==> config.mk <==
export PLATFORM = sky130hd
export DESIGN_NAME = task_ready_queue_flat
export DESIGN_NICKNAME = d
export VERILOG_FILES = /design/src/sv/trq_pkg.sv /design/src/sv/trq_if.sv /design/src/sv/task_ready_queue.sv /design/src/sv/trq_ctrl.sv /design/src/sv/trq_datapath.sv /design/src/flat_wrapper.sv
export SDC_FILE = /design/constraint.sdc
export NUM_CORES = 1
export LEC_CHECK = 0
export BUFFER_PORTS_ARGS = -buffer_cell sky130_fd_sc_hd__buf_2
export CAP_MARGIN = 20
export CORE_AREA = 3 3 171 173
export CTS_CLUSTER_DIAMETER = 50
export DETAILED_ROUTE_END_ITERATION = 10
export DIE_AREA = 0 0 174 176
export PLACE_DENSITY = 0.77
export SLEW_MARGIN = 0
export SYNTH_ARGS = -nofsm -noshare
export SYNTH_HDL_FRONTEND = slang
export SYNTH_SLANG_ARGS = --single-unit
export TNS_END_PERCENT = 30
==> constraint.sdc <==
create_clock -name i_clk -period 6.25 [get_ports i_clk]
set_input_delay 1.25 -clock i_clk [delete_from_list [all_inputs] [get_ports i_clk]]
set_output_delay 1.25 -clock i_clk [all_outputs]
set_load 0.01 [all_outputs]
==> src/sv/trq_pkg.sv <==
// ============================================================================
// trq_pkg: shared types and constants of the task ready queue
// Field widths, operation and status codes, and the command and status
// groups that join the controller to the datapath.
// ============================================================================
`default_nettype none

package trq_pkg;

    localparam int FUNC_W         = 2;
    localparam int ID_W           = 8;
    localparam int PRIO_W         = 8;
    localparam int STATUS_W       = 2;
    localparam int LIST_DEPTH_DEF = 16;

    // Operation codes of an input word
    typedef enum logic [FUNC_W-1:0] {
        FUNC_APPEND = 2'd0,
        FUNC_HEAD   = 2'd1,
        FUNC_NAMED  = 2'd2,
        FUNC_PRIO   = 2'd3
    } t_func;

    // Status codes of a result word
    typedef enum logic [STATUS_W-1:0] {
        STATUS_DONE = 2'd0,
        STATUS_NONE = 2'd1,
        STATUS_FULL = 2'd2
    } t_status;

    // Commands from the controller to the datapath
    typedef struct packed {
        logic capture;      // latch the input word, restart the walker at slot 0
        logic shift_start;  // restart the walker just past the chosen slot
        logic step;         // advance the walker by one slot
        logic shift_mode;   // walker moves slots down instead of searching
        logic finish;       // update the count and load the result word
    } t_cmd;

    // Status from the datapath to the controller
    typedef struct packed {
        logic is_append;    // captured word is an append
        logic walk_done;    // walker has passed the last held slot
        logic found;        // search picked a slot
        logic out_free;     // result register can take a new word
    } t_sts;

endpackage

`default_nettype wire

==> src/sv/trq_if.sv <==
// ============================================================================
// trq_if: request and response channels of the task ready queue
// Valid/ready channels; a word moves at a clock edge with both high.
// ============================================================================
`default_nettype none

interface trq_req_if;
    import trq_pkg::*;

    logic              valid;
    logic              ready;
    logic [FUNC_W-1:0] func;
    logic [ID_W-1:0]   task_id;
    logic [PRIO_W-1:0] task_priority;

    modport source (output valid, output func, output task_id, output task_priority,
                    input ready);
    modport sink   (input valid, input func, input task_id, input task_priority,
                    output ready);
endinterface

interface trq_rsp_if;
    import trq_pkg::*;

    logic                valid;
    logic                ready;
    logic [STATUS_W-1:0] status;
    logic [ID_W-1:0]     removed_id;
    logic [PRIO_W-1:0]   removed_priority;

    modport source (output valid, output status, output removed_id,
                    output removed_priority, input ready);
    modport sink   (input valid, input status, input removed_id,
                    input removed_priority, output ready);
endinterface

`default_nettype wire

==> src/sv/task_ready_queue.sv <==
// ============================================================================
// task_ready_queue: ordered ready list of a task scheduler
// Append, remove head, remove named task, remove highest-priority task.
// ============================================================================
// The queue takes one request word at a time and answers each with one
// response word. An append skips the walks and goes on to load its result
// register. A removal first searches the held tasks, then moves the tasks
// behind the removed one down one place, and then loads the result
// register; a removal that finds no task skips the move. A single walker
// does both walks and reads one slot of the one-read, one-write slot
// memory per cycle. The next request is taken on the cycle after the
// result is loaded. The response sits in an output register, so a new
// request is taken while a finished response waits. That request's own
// result is held back until the register is free. The slot memory needs
// no clearing after reset; only slots below the entry count are ever read.
`default_nettype none

module task_ready_queue #(
    parameter int LIST_DEPTH = trq_pkg::LIST_DEPTH_DEF
) (
    input  wire        i_clk,
    input  wire        i_rst_n,
    trq_req_if.sink    i_req,
    trq_rsp_if.source  o_rsp
);
    import trq_pkg::*;

    t_cmd w_cmd;
    t_sts w_sts;
    logic w_in_ready;

    // Sequencer
    trq_ctrl u_ctrl (
        .i_clk      (i_clk),
        .i_rst_n    (i_rst_n),
        .i_in_valid (i_req.valid),
        .i_func     (t_func'(i_req.func)),
        .o_in_ready (w_in_ready),
        .o_cmd      (w_cmd),
        .i_sts      (w_sts)
    );

    // Slot store, walker and result register
    trq_datapath #(
        .LIST_DEPTH (LIST_DEPTH)
    ) u_datapath (
        .i_clk              (i_clk),
        .i_rst_n            (i_rst_n),
        .i_cmd              (w_cmd),
        .o_sts              (w_sts),
        .i_func             (i_req.func),
        .i_task_id          (i_req.task_id),
        .i_task_priority    (i_req.task_priority),
        .i_out_ready        (o_rsp.ready),
        .o_out_valid        (o_rsp.valid),
        .o_status           (o_rsp.status),
        .o_removed_id       (o_rsp.removed_id),
        .o_removed_priority (o_rsp.removed_priority)
    );

    assign i_req.ready = w_in_ready;

endmodule

`default_nettype wire

==> src/sv/trq_ctrl.sv <==
// ============================================================================
// trq_ctrl: sequencer of the task ready queue
// Takes one word at a time, runs the search walk and the shift walk, and
// hands the result to the output register once it is free.
// ============================================================================
`default_nettype none

module trq_ctrl (
    input  wire             i_clk,
    input  wire             i_rst_n,
    input  wire             i_in_valid,
    input  trq_pkg::t_func  i_func,
    output logic            o_in_ready,
    output trq_pkg::t_cmd   o_cmd,
    input  trq_pkg::t_sts   i_sts
);
    import trq_pkg::*;

    typedef enum logic [3:0] {
        ST_IDLE  = 4'b0001,
        ST_SCAN  = 4'b0010,
        ST_SHIFT = 4'b0100,
        ST_RESP  = 4'b1000
    } t_state;

    t_state r_state;
    t_state n_state;

    // Next state and commands
    always_comb begin
        n_state    = r_state;
        o_cmd      = '0;
        o_in_ready = 1'b0;
        case (r_state)
            ST_IDLE: begin
                o_in_ready = 1'b1;
                if (i_in_valid) begin
                    o_cmd.capture = 1'b1;
                    n_state = (i_func == FUNC_APPEND) ? ST_RESP : ST_SCAN;
                end
            end
            ST_SCAN: begin
                o_cmd.step = 1'b1;
                if (i_sts.walk_done) begin
                    if (i_sts.found) begin
                        o_cmd.shift_start = 1'b1;
                        n_state = ST_SHIFT;
                    end else begin
                        n_state = ST_RESP;
                    end
                end
            end
            ST_SHIFT: begin
                o_cmd.step       = 1'b1;
                o_cmd.shift_mode = 1'b1;
                if (i_sts.walk_done) begin
                    n_state = ST_RESP;
                end
            end
            ST_RESP: begin
                if (i_sts.out_free) begin
                    o_cmd.finish = 1'b1;
                    n_state = ST_IDLE;
                end
            end
            default: begin
                n_state = ST_IDLE;
            end
        endcase
    end

    // State register
    always_ff @(posedge i_clk) begin
        if (!i_rst_n) begin
            r_state <= ST_IDLE;
        end else begin
            r_state <= n_state;
        end
    end

    // Shift only after a search that picked a slot
    a_shift_found: assert property (@(posedge i_clk) disable iff (!i_rst_n)
        (r_state == ST_SHIFT) |-> i_sts.found)
        else $error("shift walk without a chosen slot");

    // Appends never walk the list
    a_scan_not_append: assert property (@(posedge i_clk) disable iff (!i_rst_n)
        (r_state == ST_SCAN) |-> !i_sts.is_append)
        else $error("search walk started for an append");

    // A result is loaded only into a free output register
    a_finish_free: assert property (@(posedge i_clk) disable iff (!i_rst_n)
        o_cmd.finish |-> i_sts.out_free)
        else $error("result loaded over a pending word");

endmodule

`default_nettype wire

==> src/sv/trq_datapath.sv <==
// ============================================================================
// trq_datapath: slot memory, walker and result register of the queue
// Slots sit in a one-read, one-write memory. A walker reads one slot a
// cycle, first to search, then to move later slots down over the removed one.
// ============================================================================
`default_nettype none

module trq_datapath #(
    parameter int LIST_DEPTH = trq_pkg::LIST_DEPTH_DEF
) (
    input  wire                            i_clk,
    input  wire                            i_rst_n,
    input  trq_pkg::t_cmd                  i_cmd,
    output trq_pkg::t_sts                  o_sts,
    input  wire [trq_pkg::FUNC_W-1:0]      i_func,
    input  wire [trq_pkg::ID_W-1:0]        i_task_id,
    input  wire [trq_pkg::PRIO_W-1:0]      i_task_priority,
    input  wire                            i_out_ready,
    output logic                           o_out_valid,
    output logic [trq_pkg::STATUS_W-1:0]   o_status,
    output logic [trq_pkg::ID_W-1:0]       o_removed_id,
    output logic [trq_pkg::PRIO_W-1:0]     o_removed_priority
);
    import trq_pkg::*;

    localparam int AW = (LIST_DEPTH > 1) ? $clog2(LIST_DEPTH) : 1;
    localparam int CW = $clog2(LIST_DEPTH + 1);
    localparam int DW = ID_W + PRIO_W;

    // Slot memory: task id in the upper byte, priority in the lower
    logic [DW-1:0] mem [LIST_DEPTH];

    logic [CW-1:0]     r_count;
    t_func             r_func;
    logic [ID_W-1:0]   r_key_id;
    logic [PRIO_W-1:0] r_key_pr;
    logic [CW-1:0]     r_ptr;
    logic              r_pend;
    logic [AW-1:0]     r_pend_pos;
    logic [DW-1:0]     r_rdata;
    logic              r_found;
    logic [AW-1:0]     r_best_pos;
    logic [ID_W-1:0]   r_best_id;
    logic [PRIO_W-1:0] r_best_pr;
    logic              r_out_valid;
    t_status           r_status;
    logic [ID_W-1:0]   r_rid;
    logic [PRIO_W-1:0] r_rpr;

    logic              full;
    logic              issue;
    logic              eval;
    logic              hit;
    logic [ID_W-1:0]   rd_id;
    logic [PRIO_W-1:0] rd_pr;
    logic              wr_en;
    logic [AW-1:0]     wr_addr;
    logic [DW-1:0]     wr_data;

    assign full  = (r_count == CW'(LIST_DEPTH));
    assign issue = i_cmd.step && !i_cmd.shift_start && (r_ptr < r_count);
    assign eval  = i_cmd.step && !i_cmd.shift_start && !i_cmd.shift_mode && r_pend;
    assign rd_id = r_rdata[DW-1:PRIO_W];
    assign rd_pr = r_rdata[PRIO_W-1:0];

    // Pick a slot: first for head, first matching id, first greatest priority above zero
    always_comb begin
        case (r_func)
            FUNC_HEAD:  hit = !r_found;
            FUNC_NAMED: hit = !r_found && (rd_id == r_key_id);
            FUNC_PRIO:  hit = (rd_pr > r_best_pr);
            default:    hit = 1'b0;
        endcase
    end

    // Write port: append at the tail, or move a slot down one place
    always_comb begin
        wr_en   = 1'b0;
        wr_addr = r_count[AW-1:0];
        wr_data = {r_key_id, r_key_pr};
        if (i_cmd.finish && (r_func == FUNC_APPEND) && !full) begin
            wr_en = 1'b1;
        end else if (i_cmd.step && i_cmd.shift_mode && r_pend) begin
            wr_en   = 1'b1;
            wr_addr = r_pend_pos - AW'(1);
            wr_data = r_rdata;
        end
    end

    // Slot memory ports
    always_ff @(posedge i_clk) begin
        if (wr_en) begin
            mem[wr_addr] <= wr_data;
        end
        if (issue) begin
            r_rdata <= mem[r_ptr[AW-1:0]];
        end
    end

    // Hold the input word
    always_ff @(posedge i_clk) begin
        if (i_cmd.capture) begin
            r_func   <= t_func'(i_func);
            r_key_id <= i_task_id;
            r_key_pr <= i_task_priority;
        end
    end

    // Walker and search result
    always_ff @(posedge i_clk) begin
        if (!i_rst_n) begin
            r_ptr   <= '0;
            r_pend  <= 1'b0;
            r_found <= 1'b0;
        end else if (i_cmd.capture) begin
            r_ptr   <= '0;
            r_pend  <= 1'b0;
            r_found <= 1'b0;
        end else if (i_cmd.shift_start) begin
            r_ptr  <= CW'(r_best_pos) + CW'(1);
            r_pend <= 1'b0;
        end else if (i_cmd.step) begin
            r_pend <= issue;
            if (issue) begin
                r_ptr <= r_ptr + CW'(1);
            end
            if (eval && hit) begin
                r_found <= 1'b1;
            end
        end
    end

    // Search payload
    always_ff @(posedge i_clk) begin
        if (issue) begin
            r_pend_pos <= r_ptr[AW-1:0];
        end
        if (i_cmd.capture) begin
            r_best_pr <= '0;
        end else if (eval && hit) begin
            r_best_pos <= r_pend_pos;
            r_best_id  <= rd_id;
            r_best_pr  <= rd_pr;
        end
    end

    // Entry count
    always_ff @(posedge i_clk) begin
        if (!i_rst_n) begin
            r_count <= '0;
        end else if (i_cmd.finish) begin
            if (r_func == FUNC_APPEND) begin
                if (!full) begin
                    r_count <= r_count + CW'(1);
                end
            end else if (r_found) begin
                r_count <= r_count - CW'(1);
            end
        end
    end

    // Result register: load on finish, drop when taken
    always_ff @(posedge i_clk) begin
        if (!i_rst_n) begin
            r_out_valid <= 1'b0;
        end else if (i_cmd.finish) begin
            r_out_valid <= 1'b1;
        end else if (i_out_ready) begin
            r_out_valid <= 1'b0;
        end
    end

    always_ff @(posedge i_clk) begin
        if (i_cmd.finish) begin
            if (r_func == FUNC_APPEND) begin
                r_status <= full ? STATUS_FULL : STATUS_DONE;
                r_rid    <= '0;
                r_rpr    <= '0;
            end else if (r_found) begin
                r_status <= STATUS_DONE;
                r_rid    <= r_best_id;
                r_rpr    <= r_best_pr;
            end else begin
                r_status <= STATUS_NONE;
                r_rid    <= '0;
                r_rpr    <= '0;
            end
        end
    end

    assign o_sts.is_append = (r_func == FUNC_APPEND);
    assign o_sts.walk_done = (r_ptr == r_count) && !r_pend;
    assign o_sts.found     = r_found;
    assign o_sts.out_free  = !r_out_valid || i_out_ready;

    assign o_out_valid        = r_out_valid;
    assign o_status           = r_status;
    assign o_removed_id       = r_rid;
    assign o_removed_priority = r_rpr;

    // Count stays within the list
    a_count_range: assert property (@(posedge i_clk) disable iff (!i_rst_n)
        r_count <= CW'(LIST_DEPTH))
        else $error("entry count beyond list depth");

    // Count moves only when a result is loaded
    a_count_stable: assert property (@(posedge i_clk) disable iff (!i_rst_n)
        !i_cmd.finish |=> $stable(r_count))
        else $error("entry count changed outside finish");

    // Walker reads only held slots
    a_read_held: assert property (@(posedge i_clk) disable iff (!i_rst_n)
        r_pend |-> (CW'(r_pend_pos) < r_count))
        else $error("walker read beyond the held slots");

endmodule

`default_nettype wire
==> src/flat_wrapper.sv <==
// flat-port wrapper written by rule: the top's interface ports become plain ports
module task_ready_queue_flat import trq_pkg::*;
#(
    parameter int LIST_DEPTH = trq_pkg::LIST_DEPTH_DEF
)
  (i_clk, i_rst_n, i_req_valid, i_req_func, i_req_task_id, i_req_task_priority, i_req_ready, o_rsp_valid, o_rsp_status, o_rsp_removed_id, o_rsp_removed_priority, o_rsp_ready);
  trq_req_if i_req_i ();
  trq_rsp_if o_rsp_i ();
  input  wire i_clk;
  input  wire i_rst_n;
  input wire logic [$bits(i_req_i.valid)-1:0] i_req_valid;
  input wire logic [$bits(i_req_i.func)-1:0] i_req_func;
  input wire logic [$bits(i_req_i.task_id)-1:0] i_req_task_id;
  input wire logic [$bits(i_req_i.task_priority)-1:0] i_req_task_priority;
  output wire logic [$bits(i_req_i.ready)-1:0] i_req_ready;
  output wire logic [$bits(o_rsp_i.valid)-1:0] o_rsp_valid;
  output wire logic [$bits(o_rsp_i.status)-1:0] o_rsp_status;
  output wire logic [$bits(o_rsp_i.removed_id)-1:0] o_rsp_removed_id;
  output wire logic [$bits(o_rsp_i.removed_priority)-1:0] o_rsp_removed_priority;
  input wire logic [$bits(o_rsp_i.ready)-1:0] o_rsp_ready;
  assign i_req_i.valid = i_req_valid;
  assign i_req_i.func = i_req_func;
  assign i_req_i.task_id = i_req_task_id;
  assign i_req_i.task_priority = i_req_task_priority;
  assign i_req_ready = i_req_i.ready;
  assign o_rsp_valid = o_rsp_i.valid;
  assign o_rsp_status = o_rsp_i.status;
  assign o_rsp_removed_id = o_rsp_i.removed_id;
  assign o_rsp_removed_priority = o_rsp_i.removed_priority;
  assign o_rsp_i.ready = o_rsp_ready;
  task_ready_queue #(.LIST_DEPTH(LIST_DEPTH)) u_core (.i_clk(i_clk), .i_rst_n(i_rst_n), .i_req(i_req_i), .o_rsp(o_rsp_i));
endmodule
==> summary.md, run 1 <==
| Metric | Value |
|---|---|
| Outcome | finished, final reports clean |
| Crit path from | u_core.u_datapath.r_ptr[3] |
| Final Critical Period | 3.39 ns |
| Post-synth top flop | edfxtp_1 |
| Setup TNS | 0 ns |
| Post-layout util | 0.566 |
| Worst clock skew | around 0.027 ns |
| Power density over cell area | 316 nW/um2 |
| Post-CTS Setup Bufs | 0 |
| Syn avg cell area | 19.5 um2 |
| Min-delay src | u_core.u_datapath.r_pend_pos[1] |
| Buffers on Ports | 41 |
| Layout cells sized above 1 | 0.278 |
| FMAX | ~300 MHz |
| Final Slew Violations | 0 |
| CP Capture Type | register |
| First-pass GRT wire length | 45,500 um |
| Startpoint types | register |
| Final cycle utilization of the critical path | 0.542 |
| Post_cts resized | 0 |
| Die area | 30,600 um2 |
| Seq/Total Area, Yosys | 0.737 |
| Detailed Place HPWL | a little under 20,000 um |
| Crit-path max FO | 20 |
| Skew-Pair Late Insertion Delay | ~0.5 ns |
| Hold Vio Cnt, Final | 0 |
| Number of remaining DRC errors | 0 |
| Req. time, crit path | 6.37 ns |
| 1st-iter DRT viols | 910 |
| Vias | 7,053 |
| Hold slack final | around 0.49 ns |
| Clock buffer depth | 3 |
| Starting Density | 0.500 |
| Synth cell types | 52 |
| DRT antenna net count | 0 |
| Diode count | 0 |
| Slew margin rel. | 0.337 |
| Worst slew pin tran | 0.993 ns |
| Synth warnings | 0 |
| Die X | approximately 170 um |
| Vias in the first global route | between 6,000 and 7,000 |
| IO Pins | 42 |
| RSZ-0062 raised after global routing | false |
| TritonCTS Buffers | 37 |
| Ys async rst share | 0 |
| Setup Viol. Count Final | 0 |
| Synthesized area | 13,900 um2 |
| CP Class | reg2reg |
| Reg-to-reg startpoint | u_core.u_datapath.r_ptr[3] |
| TritonRoute pass-1 iters | 6 |
| P&R area growth vs syn | 13.2% |
| # clock sinks | 349 |
| Leak Pwr | 0.00502 uW |
| Hold_buf cts | 0 |
| CTS tree | done |
| Hold WC Path Type | reg2reg |
| Yosys reg bits | about 350 |
| Syn nets | roughly 750 |
| Largest net degree at the start of global routing | 69 |
| Initial antenna violation count | 0 |
| Max Cap Viol | 0 |
| CTS root buf | clkbuf_16 |
| Mapped Cells | 711 |
| Detailed-route vias per instance | 6.01 |
| Core footprint | ~28,000 um2 |
| CTS H-tree lvls | 2 |
| Die Height | between 150 and 200 um |
| Placer Congestion | slightly below 0.9 |
| Max rail drop VDD | 0.246 mV |
| Per-cell routed wire length | 26.1 um |
| Row count | 61 |
| Worst Path Arrival | roughly 3.5 ns |
| Reg clk slew, reported paths | about 0.06 ns |
| Post-synth EDFFs | 324 |
| Nets | 811 |
| Routed WL | between 30,000 and 40,000 um |
| All-layer global routing usage | 0.204 |
| Grt total ovfl | 0 |
==> final timing paths <==
| path | to | slack, ns | cells after the start |
|---|---|---|---|
| hold / removal | u_core.u_datapath.r_best_pos[1] | 0.49 | 0 |
| setup reg to reg | u_core.u_datapath.r_pend_pos[3] | 2.86 | 6 |
| setup / recovery | u_core.u_datapath.r_pend_pos[3] | 2.86 | 6 |
| hold reg to reg | u_core.u_datapath.r_best_pos[1] | 0.49 | 0 |
==> per-layer routing <==
layer,up-vias,global-route usage,part of all wire
met5,-,0,0
met4,0,0.0908,0.047
met3,79,0.0437,0.10
met2,393,0.307,0.45
met1,3593,0.290,0.40
li1,2988,-,-
==> sequential cells by signal, indices dropped and copies added (netlist names) <==
signal                                flops
u_core.u_ctrl.r_state                     4
u_core.u_datapath.mem                   256
u_core.u_datapath.o_out_valid             1
u_core.u_datapath.o_removed_id            8
u_core.u_datapath.o_removed_priority      8
u_core.u_datapath.o_status                2
u_core.u_datapath.r_best_id               8
u_core.u_datapath.r_best_pos              4
u_core.u_datapath.r_best_pr               8
u_core.u_datapath.r_count                 5
u_core.u_datapath.r_found                 1
u_core.u_datapath.r_func                  2
u_core.u_datapath.r_key_id                8
u_core.u_datapath.r_key_pr                8
u_core.u_datapath.r_pend                  1
u_core.u_datapath.r_pend_pos              4
u_core.u_datapath.r_ptr                   5
u_core.u_datapath.r_rdata                16
==> layout make-up <==
type	count	area [um2]
clock buffers	43	970
clock inverters	22	200
fillers	2053	12100
inverters	21	78.8
multi-input cells	313	3500
flip-flops and latches	349	10200
well taps	378	473
repair buffers	48	265
==> cell families after synthesis <==
group,count (synthesis),share of synthesized area
buffers and inverters,49,0.0145
XOR/XNOR,20,0.0126
flip-flops,349,0.737
AO/OA/AOI/OAI,54,0.0265
adder cells (fa/ha/maj),19,0.0177
multiplexers,100,0.146
AND/OR/NAND/NOR,120,0.0461
==> where the power goes <==
part           internal [uW]  total [uW]  switching [uW]
clock                   1240        2100             863
combinational           50.1         212             161
sequential              2620        2650            22.7
==> stage by stage <==
stage,instances,cell area [um2],power [uW],setup slack [ns]
finish,1174,15700,4960,2.86
global route,1174,15700,5100,2.69
CTS,1173,15700,4990,2.92
detailed placement,1108,14500,2910,2.78
global placement,1108,14500,2900,2.82
floorplan,711,13900,2800,3.26
==> cell usage in the layout, fill, tap and decap left out, types with 3 or more instances in the layout <==
cell,n
xor2_1,12
mux2i_1,4
a32oi_1,4
buf_2,41
nor2_2,16
and2_1,13
ha_1,18
o21ai_0,6
clkbuf_1,5
o211ai_1,3
nor2b_1,10
and3_1,3
mux2_2,16
clkinv_2,7
nand2b_1,4
o21a_1,3
mux4_2,80
nor3_1,10
clkinv_1,7
edfxtp_1,324
o31ai_1,7
clkbuf_16,38
dfxtp_1,23
xnor2_1,8
bufinv_16,3
nand3_1,4
inv_1,21
a21oi_1,15
nand2_1,23
nand4_1,5
buf_4,6
nor2_1,16
a21o_1,5
==> Yosys cell counts (7+ instances only) <==
cell | number | area, um2
nor2_1 | 32 | 120
edfxtp_1 | 324 | 9730
nand2_1 | 23 | 86.3
mux2_2 | 16 | 180
mux4_2 | 80 | 1800
and2_1 | 13 | 81.3
nor3_1 | 10 | 50.1
a21oi_1 | 15 | 75.1
dfxtp_1 | 25 | 500
clkbuf_1 | 12 | 45.0
inv_1 | 21 | 78.8
buf_2 | 11 | 55.1
ha_1 | 18 | 225
xnor2_1 | 8 | 70.1
o31ai_1 | 7 | 52.6
o21ai_0 | 7 | 35.0
xor2_1 | 12 | 105
nor2b_1 | 10 | 62.6
==> worst max-delay path, stage by stage, from the launching register on <==
cell and delay, ns:
dfxtp_1 0.97, ha_1 0.40, nand4_1 0.12, nor2_1 0.09, o21ai_0 0.42, nand3_1 0.33, inv_1 0.68
Power figures use the tool's default switching activity.
==> run 2: changes to the inputs <==
- clock period: 6.25 -> 3.5 ns (I/O delays scaled with it)
==> run 2 against run 1 <==
  * Worst hold slack worse by 0.13 ns
  * Clock skew is 0.015 ns lower
  * Count of clock-buffer cells in the layout is 3 lower
==> summary.md, run 2 (synthesized netlist as in run 1, its figures left out) <==
| Metric | Value |
|---|---|
| IO Pins | 42 |
| Die area | 30,600 um2 |
| Skew-Pair Late Insertion Delay | 0.52 ns |
| CP Class | reg2reg |
| Power density over cell area | around 550 nW/um2 |
| Comb pwr share | 0.037 |
| All-layer global routing usage | 0.193 |
| FMAX | 356 MHz |
| Req. time, crit path | 3.89 ns |
| Hold WC Path Type | in2reg |
| Post_cts resized | 0 |
| CP Capture Type | register |
| # clock sinks | around 350 |
| Nets | between 800 and 900 |
| Clock buffer depth | 3 |
| Worst clock skew | 0.0116 ns |
| Worst Path Arrival | 3.20 ns |
| Non-filler cells, final | 1,196 |
| Worst slew pin tran | 0.986 ns |
| Largest net degree at the start of global routing | 69 |
| Most frequent cells in the layout | 324 x edfxtp_1, 80 x mux4_2, 41 x buf_2 |
| Placed Area | 14,700 um2 |
| # fillers | about 2,000 |
| Grt total ovfl | 0 |
| Final cycle utilization of the critical path | 0.804 |
| Slew margin rel. | 0.343 |
| Internal power | 6960 uW |
| Diode count | 0 |
| Final Slew Violations | 0 |
| Regs by FF count | u_core.u_datapath.mem (256), u_core.u_datapath.r_rdata (16) |
| Hold Vio Cnt, Final | 0 |
| Setup TNS | 0 ns |
| Vias in the first global route | 7,034 |
| 1st-iter DRT viols | 680 |
| Die Height | 176 um |
| CTS H-tree lvls | 2 |
| Row count | 61 |
| Number of remaining DRC errors | 0 |
| Core footprint | roughly 28,000 um2 |
| Die X | 174 um |
| Outcome | finished, final reports clean |
| Post-CTS Setup Bufs | 0 |
| Detailed-route vias per instance | ~5.9 |
| Crit-path max FO | 14 |
| Startpoint types | register |
| Max Cap Viol | 0 |
| CTS root buf | clkbuf_16 |
| Clock power frac | 0.425 |
| Post-layout util | 0.572 |
| Sw Ratio | 0.206 |
| Register with the most flip-flops | u_core.u_datapath.mem |
| Reg power frac | 0.539 |
| RSZ-0062 raised after global routing | false |
| Detailed Place HPWL | ~16,000 um |
| Sw Pwr | 1800 uW |
| Final Critical Period | roughly 2.8 ns |
| Buffers on Ports | 41 |
| Commonest non-fill, non-tap cell in the layout | edfxtp_1 |
| Starting Density | 0.500 |
| Layout cells sized above 1 | 0.300 |
| Per-cell routed wire length | 24.2 um |
| Area taken by multi-input logic gates | 3500 um2 |
| Leak Pwr | 0.00515 uW |
| TritonCTS Buffers | 37 |
| Reg clk slew, reported paths | 0.06 ns |
| Design area | 15,900 um2 |
| Placer Congestion | 0.797 |
| Max rail drop VDD | 0.263 mV |
| Routed WL | 29,000 um |
| Internal reg-to-reg setup slack | approximately 0.69 ns |
| P&R area growth vs syn | 14.5% |
| Max FFs per register | about 260 |
| CTS tree | done |
| Setup Viol. Count Final | 0 |
| Placed Cells | 1,130 |
| TritonRoute pass-1 iters | 5 |
| FF+latch area | 10,200 um2 |
| Hold_buf cts | 0 |
| First-pass GRT wire length | 43,800 um |
| DRT antenna net count | 0 |
| Vias | 7,016 |
| Initial antenna violation count | 0 |
-- run 2: cell types whose count changed in the layout (fill, tap and decap cells not counted), sizes merged --
cell / delta
clkinv: +5
inv: +1
clkinvlp: -1
clkbuf: -3
buf: +21
bufinv: -1
-- run 2: worst paths after layout --
check / depth (start not counted) / start / endpoint
max: 9 / u_core.u_datapath.r_count[3] / u_core.u_datapath.r_ptr[2]
min: 1 / i_req_task_priority[7] / u_core.u_datapath.r_key_pr[7]
max reg2reg: 9 / u_core.u_datapath.r_count[3] / u_core.u_datapath.r_ptr[2]
min reg2reg: 0 / u_core.u_datapath.r_rdata[11] / u_core.u_datapath.r_best_id[3]
-- run 2: layout make-up --
class,count,area share
multi-input cells,313,0.220
flip-flops and latches,349,0.644
clock inverters,26,0.0127
well taps,378,0.0298
repair buffers,69,0.0269
inverters,21,0.00496
clock buffers,40,0.0616
-- run 2: power groups by stage --
stage	clock network (uW)	registers, uW	logic (uW)
finish	3720	4720	321
global route	3950	4720	357
CTS	3780	4720	319
detailed placement	0	4800	317
global placement	0	4800	304
floorplan	0	4790	201
-- run 2: metal layers --
layer  routed length (um)  global-route usage  vias up  part of all wire
met5                    0                   0        -                 0
met4                  805              0.0620        0             0.028
met3                 1730              0.0325       65             0.060
met2                14900               0.329      267              0.51
met1                11500               0.258     3648              0.40
li1                     -                   -     3036                 -
-- run 2: worst max-delay path: stages, from the launching register on --
cell     delay, ns
dfxtp_1       0.41
inv_1         0.12
ha_1          0.32
nand4_1       0.11
or4b_1        0.72
mux2_2        0.37
ha_1          0.26
xor2_1        0.16
o21ai_0       0.15
a21oi_1       0.06
-- run 2: stage by stage --
stage                     total power [uW]  setup slack (ns)  hold slack [ns]
after floorplan                       4990             0.513            0.406
after global placement                5110             0.798            0.474
after detailed placement              5120             0.737            0.481
after CTS                             8820             0.719            0.341
after global routing                  9030             0.523            0.345
final                                 8760             0.687            0.359
==> run 3: changes to the inputs <==
- PLACE_DENSITY: 0.77 -> 0.79
- clock period: 3.5 -> 2.5 ns (I/O delays scaled with it)
==> run 3 against run 2 <==
  * First-iteration DRC count grew 10%
  * Setup slack lost 0.57 ns
  * Final cell count grew 2.8%
  * Die area is the same
  * Worst hold slack lost 0.21 ns
  * Cell area grew 2.6%
  * Combinational power grew 51%
  * Non-clock buffer count grew 32
  * Critical endpoint unchanged
  * Largest cell class unchanged
==> summary.md, run 3 (synthesized netlist as in run 1, its figures left out) <==
| Metric | Value |
|---|---|
| CTS tree | done |
| CTS H-tree lvls | 2 |
| Most frequent cells in the layout | 324 x edfxtp_1, 80 x mux4_2, 50 x buf_4 |
| Die area | 30,600 um2 |
| Placed Cells | 1,162 |
| Row count | 61 |
| Non-filler cells, final | 1,229 |
| Register with the most flip-flops | u_core.u_datapath.mem |
| Vias | 7,258 |
| Power density over cell area | approximately 770 nW/um2 |
| Buffers on Ports | 41 |
| IO Pins | 42 |
| # fillers | ~2,000 |
| Setup WS pre-CTS | ~0.15 ns |
| Largest net degree at the start of global routing | 69 |
| Worst slew pin tran | 0.716 ns |
| Crit-path max FO | 4 |
| Reg-to-reg startpoint | u_core.u_datapath.r_count[3] |
| DRT antenna net count | 0 |
| Clock buffer depth | 3 |
| Final cycle utilization of the critical path | 0.954 |
| Diode count | 0 |
| TritonRoute pass-1 iters | 6 |
| Hold Vio Cnt, Final | 0 |
| Post-layout util | 0.587 |
| Req. time, crit path | 2.92 ns |
| Top sig layer | met4 |
| Detailed-route vias per instance | 5.91 |
| Worst path slowest cell | or4b_4 |
| Hold slack final | around 0.15 ns |
| FF+latch area | 10,200 um2 |
| WHS Endpoint | u_core.u_datapath.r_key_pr[3] |
| Worst Path Arrival | 2.81 ns |
| Internal reg-to-reg setup slack | 0.12 ns |
| All-layer global routing usage | 0.197 |
| Metal-1 WL | 11,700 um |
| Per-cell routed wire length | approximately 24 um |
| First-pass GRT wire length | approximately 45,000 um |
| Outcome | finished, final reports clean |
| Placer Congestion | 0.849 |
| CP Class | reg2reg |
| Slew margin rel. | 0.523 |
| Routed wl met3 | 2720 um |
| Die X | 174 um |
| Final Slew Violations | 0 |
| Core footprint | 27,800 um2 |
| Regs by FF count | u_core.u_datapath.mem (256), u_core.u_datapath.r_rdata (16) |
| FMAX | 419 MHz |
| TritonCTS Buffers | 37 |
| Hold_buf cts | 0 |
| Commonest non-fill, non-tap cell in the layout | edfxtp_1 |
| Worst-path cell chain | inv_1 > ha_1 > nand4_1 > or4b_4 > mux2_2 > ha_4 > xor2_1 > o21ai_0 > a21oi_1 |
| Reg clk slew, reported paths | 0.06 ns |
| Max Cap Viol | 0 |
| Top Family by Delay on Critical Path | simple AND/OR/NAND/NOR gates |
| Min-delay src | i_req_task_priority[3] |
| P&R area growth vs syn | 17.5% |
| WP buf/inv | 1 |
| Max rail drop VDD | 0.438 mV |
| Leak Pwr | 0.00531 uW |
| Number of remaining DRC errors | 0 |
| Routed WL | 29,700 um |
| Hold WC Path Type | in2reg |
| Initial antenna violation count | 0 |
| Area taken by multi-input logic gates | 3500 um2 |
| Layout cells sized above 1 | 0.316 |
| CTS root buf | clkbuf_16 |
| Startpoint types | register |
| 1st-iter DRT viols | 750 |
| Worst hold stages | 1 |
| Grt total ovfl | 0 |
| Final WS setup | 0.116 ns |
| R2R cell count | 9 |
| Reg2reg end | u_core.u_datapath.r_ptr[2] |
| Final Critical Period | 2.38 ns |
| Detailed Place HPWL | 17,800 um |
| WL met2 | 14,400 um |
| Max FFs per register | 256 |
| Starting Density | 0.500 |
| Nets | roughly 860 |
| Setup Viol. Count Final | 0 |
| Worst clock skew | 0.0255 ns |
| Die Height | about 180 um |
| CP Capture Type | register |
| Skew-Pair Late Insertion Delay | 0.52 ns |
| # clock sinks | 349 |
| Vias in the first global route | 7,447 |
| Max incr delay on CP | approximately 0.53 ns |
[run 3: cell types whose count changed in the layout (fill, tap and decap cells not counted), moves of 2 or more]
cell	previous run	this run
bufinv_16	2	5
clkinv_1	9	7
buf_12	1	10
clkinv_2	8	3
nor2_2	16	7
clkinv_4	3	0
buf_4	27	50
clkbuf_1	1	8
nor2_1	16	25
[run 3: how the worst max path moves through the flow]
stage                                      start                          to  slack [ns]  cells past startpoint
floorplan             u_core.u_datapath.r_ptr[0]  u_core.u_datapath.r_ptr[1]       -0.02                     13
global route        u_core.u_datapath.r_count[3]  u_core.u_datapath.r_ptr[2]      -0.004                      9
global placement    u_core.u_datapath.r_count[3]  u_core.u_datapath.r_ptr[1]        0.20                      9
detailed placement  u_core.u_datapath.r_count[4]  u_core.u_datapath.r_ptr[2]        0.15                      9
finish              u_core.u_datapath.r_count[3]  u_core.u_datapath.r_ptr[2]        0.12                      9
CTS                 u_core.u_datapath.r_count[3]  u_core.u_datapath.r_ptr[2]        0.07                      9
[run 3: cell type report]
cell class | count | area share
multi-input combinational | 313 | 0.215
timing repair buffer | 101 | 0.0479
clock buffer | 47 | 0.0610
sequential | 349 | 0.627
tap | 378 | 0.0290
clock inverter | 20 | 0.0152
inverter | 21 | 0.00483
[run 3: report_power, final]
part           switching (uW)  internal [uW]
clock network            2170           3350
registers                46.4           6560
logic                     337            149
[run 3: per-layer routing]
layer | track usage | vias up
met5 | 0 | -
li1 | - | 3101
met4 | 0.0670 | 0
met2 | 0.313 | 368
met3 | 0.0544 | 77
met1 | 0.265 | 3712
[run 3: through the flow]
stage | total power (uW) | instance area [um2] | TNS [ns]
6_report | 12600 | 16300 | 0
4_1_cts | 12700 | 16300 | 0
5_1_grt | 13000 | 16300 | -0.00389
3_5_place_dp | 7210 | 15000 | 0
2_1_floorplan | 6990 | 13900 | -0.0158
3_3_place_gp | 7180 | 15000 | 0
[run 3: what timing repair did]
item | in CTS | in global routing
setup endpoints to repair | 0 | 204
resized for setup | 0 | 4
setup buffers | 0 | 0
